[src/hdl/bsm_pkg.sv]
package bsm_pkg;

	localparam int OPND_W          = 8;
	localparam int PROD_W          = 16;
	localparam int CFG_W           = 4;
	localparam int MAX_WIDTH_DEF   = 8;
	localparam logic [CFG_W-1:0] WIDTH_RESET = 4'd8;

	typedef struct packed {
		logic load;
		logic step;
		logic finish;
	} bsm_cmd_t;

	typedef struct packed {
		logic last_step;
	} bsm_sts_t;

endpackage

[src/hdl/booth_signed_multiplier.sv]
// Radix-2 Booth multiplier for two's-complement operands of n bits, n taken
// from cfg_wr_data (0 runs as 1, values above MAX_WIDTH clamp to MAX_WIDTH;
// reset value 8). A request is taken when in_valid and in_ready are high; it
// needs a load step, n add-and-shift steps, and a finish step that places
// A:Q in the result register once that register is free; in_ready is low
// until then. The next request may be taken while a result still waits on
// out_ready. Accumulator arithmetic wraps at n bits; the result has zeros
// above bit 2n-1. Write the width register only while idle.
module booth_signed_multiplier
	import bsm_pkg::*;
#(
	parameter int MAX_WIDTH = MAX_WIDTH_DEF
) (
	input  logic              clk,
	input  logic              arst_n,
	input  logic              cfg_wr_en,
	input  logic [CFG_W-1:0]  cfg_wr_data,
	input  logic              in_valid,
	output logic              in_ready,
	input  logic [OPND_W-1:0] multiplicand,
	input  logic [OPND_W-1:0] multiplier,
	output logic              out_valid,
	input  logic              out_ready,
	output logic [PROD_W-1:0] product_bits
);

	bsm_cmd_t cmd;
	bsm_sts_t sts;

	bsm_ctrl u_ctrl (
		.clk       (clk),
		.arst_n    (arst_n),
		.in_valid  (in_valid),
		.in_ready  (in_ready),
		.out_valid (out_valid),
		.out_ready (out_ready),
		.sts       (sts),
		.cmd       (cmd)
	);

	bsm_dp #(
		.MAX_WIDTH (MAX_WIDTH)
	) u_dp (
		.clk          (clk),
		.arst_n       (arst_n),
		.cfg_wr_en    (cfg_wr_en),
		.cfg_wr_data  (cfg_wr_data),
		.multiplicand (multiplicand),
		.multiplier   (multiplier),
		.cmd          (cmd),
		.sts          (sts),
		.product_bits (product_bits)
	);

endmodule

[src/hdl/bsm_ctrl.sv]
module bsm_ctrl
	import bsm_pkg::*;
(
	input  logic     clk,
	input  logic     arst_n,
	input  logic     in_valid,
	output logic     in_ready,
	output logic     out_valid,
	input  logic     out_ready,
	input  bsm_sts_t sts,
	output bsm_cmd_t cmd
);

	localparam logic [1:0] ST_IDLE = 2'd0;
	localparam logic [1:0] ST_RUN  = 2'd1;
	localparam logic [1:0] ST_FIN  = 2'd2;

	logic [1:0] state_q;
	logic [1:0] state_d;
	logic       out_valid_q;
	logic       slot_free;

	assign slot_free = !out_valid_q || out_ready;
	assign in_ready  = (state_q == ST_IDLE);
	assign out_valid = out_valid_q;

	always_comb begin
		state_d    = state_q;
		cmd.load   = 1'b0;
		cmd.step   = 1'b0;
		cmd.finish = 1'b0;
		unique case (state_q)
			ST_IDLE: begin
				if (in_valid) begin
					cmd.load = 1'b1;
					state_d  = ST_RUN;
				end
			end
			ST_RUN: begin
				cmd.step = 1'b1;
				if (sts.last_step) begin
					state_d = ST_FIN;
				end
			end
			ST_FIN: begin
				// wait here until the result register can take the product
				if (slot_free) begin
					cmd.finish = 1'b1;
					state_d    = ST_IDLE;
				end
			end
			default: begin
				state_d = ST_IDLE;
			end
		endcase
	end

	always_ff @(posedge clk or negedge arst_n) begin
		if (!arst_n) begin
			state_q     <= ST_IDLE;
			out_valid_q <= 1'b0;
		end else begin
			state_q <= state_d;
			if (cmd.finish) begin
				out_valid_q <= 1'b1;
			end else if (out_ready) begin
				out_valid_q <= 1'b0;
			end
		end
	end

endmodule

[src/hdl/bsm_dp.sv]
module bsm_dp
	import bsm_pkg::*;
#(
	parameter int MAX_WIDTH = MAX_WIDTH_DEF
) (
	input  logic              clk,
	input  logic              arst_n,
	input  logic              cfg_wr_en,
	input  logic [CFG_W-1:0]  cfg_wr_data,
	input  logic [OPND_W-1:0] multiplicand,
	input  logic [OPND_W-1:0] multiplier,
	input  bsm_cmd_t          cmd,
	output bsm_sts_t          sts,
	output logic [PROD_W-1:0] product_bits
);

	localparam int W  = MAX_WIDTH;
	localparam int NW = $clog2(MAX_WIDTH + 1);
	localparam int EW = (W > OPND_W) ? W : OPND_W;
	localparam int PW = (2 * W > PROD_W) ? 2 * W : PROD_W;

	logic [CFG_W-1:0]  width_q;
	logic [NW-1:0]     n_eff;
	logic [NW-1:0]     n_q;
	logic [NW-1:0]     cnt_q;
	logic [W-1:0]      a_q;
	logic [W-1:0]      q_q;
	logic              q1_q;
	logic [W-1:0]      m_q;
	logic [PROD_W-1:0] prod_q;

	logic [W-1:0]  eff_sign;
	logic [W-1:0]  eff_mask;
	logic [W-1:0]  sign_vec;
	logic [W-1:0]  mask_vec;
	logic [EW-1:0] m_ext;
	logic [EW-1:0] q_ext;
	logic [W-1:0]  sum;
	logic [W-1:0]  a_next;
	logic [W-1:0]  q_next;
	logic [PW-1:0] wide;

	// width 0 runs as 1, anything above MAX_WIDTH is clamped
	always_comb begin
		if (width_q == '0) begin
			n_eff = NW'(1);
		end else if (int'(width_q) > MAX_WIDTH) begin
			n_eff = NW'(MAX_WIDTH);
		end else begin
			n_eff = NW'(width_q);
		end
	end

	assign eff_sign = W'(1) << (n_eff - NW'(1));
	assign eff_mask = (eff_sign << 1) - W'(1);
	assign sign_vec = W'(1) << (n_q - NW'(1));
	assign mask_vec = (sign_vec << 1) - W'(1);
	assign m_ext    = EW'(multiplicand);
	assign q_ext    = EW'(multiplier);

	always_comb begin
		unique case ({q_q[0], q1_q})
			2'b10:   sum = (a_q - m_q) & mask_vec;
			2'b01:   sum = (a_q + m_q) & mask_vec;
			default: sum = a_q;
		endcase
		a_next = (sum >> 1) | (sum & sign_vec);
		q_next = (q_q >> 1) | (sum[0] ? sign_vec : '0);
	end

	assign wide          = (PW'(a_q) << n_q) | PW'(q_q);
	assign sts.last_step = (cnt_q == '0);
	assign product_bits  = prod_q;

	always_ff @(posedge clk or negedge arst_n) begin
		if (!arst_n) begin
			width_q <= WIDTH_RESET;
		end else if (cfg_wr_en) begin
			width_q <= cfg_wr_data;
		end
	end

	always_ff @(posedge clk) begin
		if (cmd.load) begin
			n_q   <= n_eff;
			cnt_q <= n_eff - NW'(1);
			a_q   <= '0;
			q1_q  <= 1'b0;
			m_q   <= m_ext[W-1:0] & eff_mask;
			q_q   <= q_ext[W-1:0] & eff_mask;
		end else if (cmd.step) begin
			cnt_q <= cnt_q - NW'(1);
			a_q   <= a_next;
			q_q   <= q_next;
			q1_q  <= q_q[0];
		end
		if (cmd.finish) begin
			prod_q <= wide[PROD_W-1:0];
		end
	end

endmodule

[config.mk]
export PLATFORM = sky130hd
export DESIGN_NAME = booth_signed_multiplier
export DESIGN_NICKNAME = d
export VERILOG_FILES = /design/src/hdl/bsm_pkg.sv /design/src/hdl/booth_signed_multiplier.sv /design/src/hdl/bsm_ctrl.sv /design/src/hdl/bsm_dp.sv
export SDC_FILE = /design/constraint.sdc
export NUM_CORES = 1
export LEC_CHECK = 0
export ABC_AREA = 0
export BUFFER_PORTS_ARGS = -buffer_cell sky130_fd_sc_hd__buf_2
export CORE_UTILIZATION = 45
export CTS_CLUSTER_SIZE = 28
export DETAILED_ROUTE_END_ITERATION = 7
export MAX_ROUTING_LAYER = met4
export PLACE_DENSITY = 0.66
export SLEW_MARGIN = 10
export SYNTH_ARGS = -nofsm -noshare
export SYNTH_HDL_FRONTEND = slang
export SYNTH_SLANG_ARGS = --single-unit
[constraint.sdc]
create_clock -name clk -period 3 [get_ports clk]
set_input_delay 0.3 -clock clk [delete_from_list [all_inputs] [get_ports clk]]
set_output_delay 0.3 -clock clk [all_outputs]
set_load 0.05 [all_outputs]
==> key figures <==
Outcome
  • Outcome: finished clean

Route
  • Final wirelength: 7890 um
  • Via density per instance: 5.56
  • Sum of met3 wire segment lengths after detailed routing: 336 um
  • Starting DRC count in detailed routing: 137
  • Metal2 WL: 3760 um
  • Highest layer used for signal routing: met4
  • DR DRC count: 0
  • Final routed wire length divided by cell count: 15.7 um
  • Number of detailed-route iterations in the first pass: 4
  • WL met1: 3750 um
  • Via count: 2796
  • Antenna-violating nets left: 0

Global route
  • Overall overflow remaining after global route: 0
  • Initial antenna violation count: 0
  • First-pass GRT wire length: 13000 um
  • Via count of the first global-routing pass: 2656
  • Overall Global Routing Usage: 20.7%
  • Pin count of the biggest net entering global routing: 22

Setup path
  • Cell type group with the largest total delay on the critical path: compound AO/OA/AOI/OAI gates
  • Slowest cell on the critical path: edfxtp_1
  • Setup Crit Path Kind: flip-flop to flip-flop
  • Critical path peak fanout: 8
  • Worst Path Required: 3.16 ns
  • Largest stage delay on the critical path: 0.43 ns
  • Type of element capturing the critical path: flip-flop
  • Worst endpoint data arrival time: 2.93 ns
  • Critical path startpoint category: flip-flop
  • WP buf/inv: 1
  • Cells along the critical path: inv_1 -> ha_2 -> mux2_2 -> ha_1 -> a211oi_2 -> o2111ai_1 -> a211oi_1 -> nor4b_2 -> a221oi_2 -> a31oi_1

STA
  • RSZ-0062 raised after global routing: no
  • Ratio of final minimum period to clock period: 92.5%
  • Final-layout setup total negative slack: 0 ns
  • Final Skew: 0.00897 ns
  • Final critical path time including I/O delays and setup: 2.77 ns
  • Fin. Hold Viols: 0
  • Max Freq: 361 MHz
  • Slew at the pin closest to its max-slew limit: 0.940 ns
  • Hold WS: 0.151 ns
  • Worst relative slew slack: 37.2%
  • Max-slew violations: 0
  • Setup-failing EPs final: 0

Yosys
  • Synthesized flop and latch total: 56
  • Number of nets in the synthesized netlist: 402
  • Total number of yosys warnings: 0
  • Fraction of the yosys area taken by sequential cells: 44.6%
  • Asr flop ratio synth: 12.5%
  • Mean area per synthesized cell: 9.72 um2
  • Cell count after synthesis: 359
  • Post-synthesis instance area: 0.00349 mm2
  • EDFF count, synth: 40
  • Synth Flop Type: edfxtp_1
  • Count of different cell masters after synthesis: 55

Final layout
  • Antenna cell count: 0
  • Number of inserted filler cells in the final layout: 699
  • Share of post-route cells with drive strength above 1: 21.3%
  • Post-layout utilization of the core: 53.5%
  • Multi-input combinational cell area: 0.00181 mm2
  • Non-filler cells in the finished layout: 503
  • Sequential cell area: 0.00156 mm2
  • Relative area change from synthesis to final layout: 13.0%
  • Final net count: 446

Clocking
  • Clock root cell: clkbuf_8
  • Total clock buffers created by CTS: 5
  • Max Buffers Root-to-Sink: 2
  • Worst skew pair latency: 0.32 ns
  • Number of levels in the clock H-tree: 2
  • Clock slew seen by the registers of the worst setup and hold paths: 0.11 ns
  • TritonCTS Sinks: 56
  • TritonCTS clock tree: done

Floorplanning
  • Die X-Extent: 90.1 um
  • Vertical die dimension: 90.1 um
  • # IOs: 43
  • Overall die area: 0.00811 mm2
  • Initial Util: 47.4%
  • Std cell rows: 31
  • Core region area: 0.00737 mm2

Power and ir drop
  • Power density normalized to cell area: 1000 mW/mm2
  • Reported leakage power: 1.60 nW
  • IR drop worst, VDD: 0.000363 V

Job
  • Max-cap violation count: 0

Place
  • Final Wtd Congestion: 0.841
  • Count of buffers from port buffering: 42
  • Final HPWL DP: 6060 um
  • Placed cells: 493

Min path
  • Type of the tightest min-delay check: input pin to flip-flop
## cells in the final DEF, fill, tap and decap left out, types with 4 or more instances in the layout
master	n
a21o_1	6
a21oi_1	29
a31oi_1	4
and2_1	4
buf_2	42
buf_4	10
clkbuf_8	5
dfrtp_1	6
dfxtp_1	9
edfxtp_1	40
ha_1	16
inv_1	17
mux2_2	10
mux2i_1	8
nand2_1	35
nand2b_1	6
nand3_1	6
nor2_1	30
nor2b_1	12
nor3_1	13
o21ai_0	25
o22ai_1	8
xnor2_1	4
xor2_1	8
## state kept, by name (all words and copies together), names as in the netlist
register,count
u_dp.q_q,8
u_dp.n_q,4
u_dp.cnt_q,4
u_dp.width_q,4
u_ctrl.out_valid,1
u_dp.m_q,8
u_dp.product_bits,16
u_dp.q1_q,1
u_ctrl.state_q,2
u_dp.a_q,8
## worst reg2reg max path: cells and delay by family, from the launching register on
kind / cells / cell delay (ns)
buf+inv: 1 / 0.08
flops: 1 / 0.43
simple gates: 1 / 0.09
compound gates: 5 / 1.07
mux: 1 / 0.37
fa+ha+maj: 2 / 0.57
## stage by stage
stage / setup WS (ns) / instance area, um2 / power [W]
after floorplan: 0.314 / 3490 / 0.00297
after global placement: 0.250 / 3830 / 0.00343
after detailed placement: 0.141 / 3830 / 0.00347
after global routing: 0.0193 / 3950 / 0.00426
final: 0.226 / 3950 / 0.00394
after CTS: 0.0996 / 3930 / 0.00391
## worst paths after layout
check | start | end | slack [ns] | depth (start not counted)
max in group asynchronous | arst_n | u_dp.width_q[3] | 2.43 | 2
min in group asynchronous | arst_n | u_dp.width_q[0] | 0.33 | 2
min reg2reg | u_dp.q1_q | u_dp.q1_q | 0.49 | 2
max | u_dp.q_q[0] | u_dp.a_q[6] | 0.23 | 10
max reg2reg | u_dp.q_q[0] | u_dp.a_q[6] | 0.23 | 10
min | multiplicand[0] | u_dp.m_q[0] | 0.15 | 1
## Yosys cell counts (5+ instances only)
| cell | count | share of area, % |
|---|---|---|
| ha_1 | 17 | 6.1 |
| edfxtp_1 | 40 | 34 |
| a21o_1 | 6 | 1.3 |
| xor2_1 | 8 | 2.0 |
| o21ai_0 | 25 | 3.6 |
| dfrtp_1 | 6 | 4.3 |
| inv_1 | 17 | 1.8 |
| nor3_1 | 13 | 1.9 |
| mux2i_1 | 8 | 2.3 |
| nand2b_1 | 6 | 1.1 |
| mux2_2 | 10 | 3.2 |
| dfxtp_1 | 9 | 5.2 |
| buf_2 | 5 | 0.72 |
| clkbuf_1 | 8 | 0.86 |
| nor2b_1 | 12 | 2.2 |
| nand3_1 | 6 | 0.86 |
| o22ai_1 | 8 | 1.4 |
| a21oi_1 | 29 | 4.2 |
| nand2_1 | 35 | 3.8 |
| nor2_1 | 30 | 3.2 |
## logic make-up after synthesis
| family | after synthesis | share of synthesized area, % |
|---|---|---|
| and+or+nand+nor | 116 | 16.6 |
| AOI/OAI and AO/OA | 103 | 18.9 |
| DFF | 56 | 44.6 |
| buffers and inverters | 34 | 3.83 |
| muxes | 19 | 5.95 |
| adders and majority gates | 18 | 6.67 |
| xor gates and xnor gates | 13 | 3.48 |
## power by group
| group | switching, W | internal (W) |
|---|---|---|
| combinational | 0.00128 | 0.000867 |
| sequential | 0.000204 | 0.00115 |
| clock | 0.000269 | 0.000171 |
## repair_timing
action,CTS,global route
endpoints found under the hold margin,6,0
setup endpoints to repair,0,2
setup buffers,0,1
hold buffers,1,0
resized for setup,0,2
## cell type report
type                       count  share of cell area, %
multi-input combinational    269                   45.8
sequential                    56                   39.5
timing repair buffer          53                   7.48
tap                           99                   3.14
clock buffer                   5                   1.74
inverter                      18                   1.71
clock inverter                 3                  0.634
## metal layers
layer  track usage (%)  vias to the layer above
li1                  -                     1390
met1              26.8                     1316
met2              34.9                       84
met3              2.88                        6
met4              4.03                        0
met5                 -                        -
(Power assumes the default switching activity.)
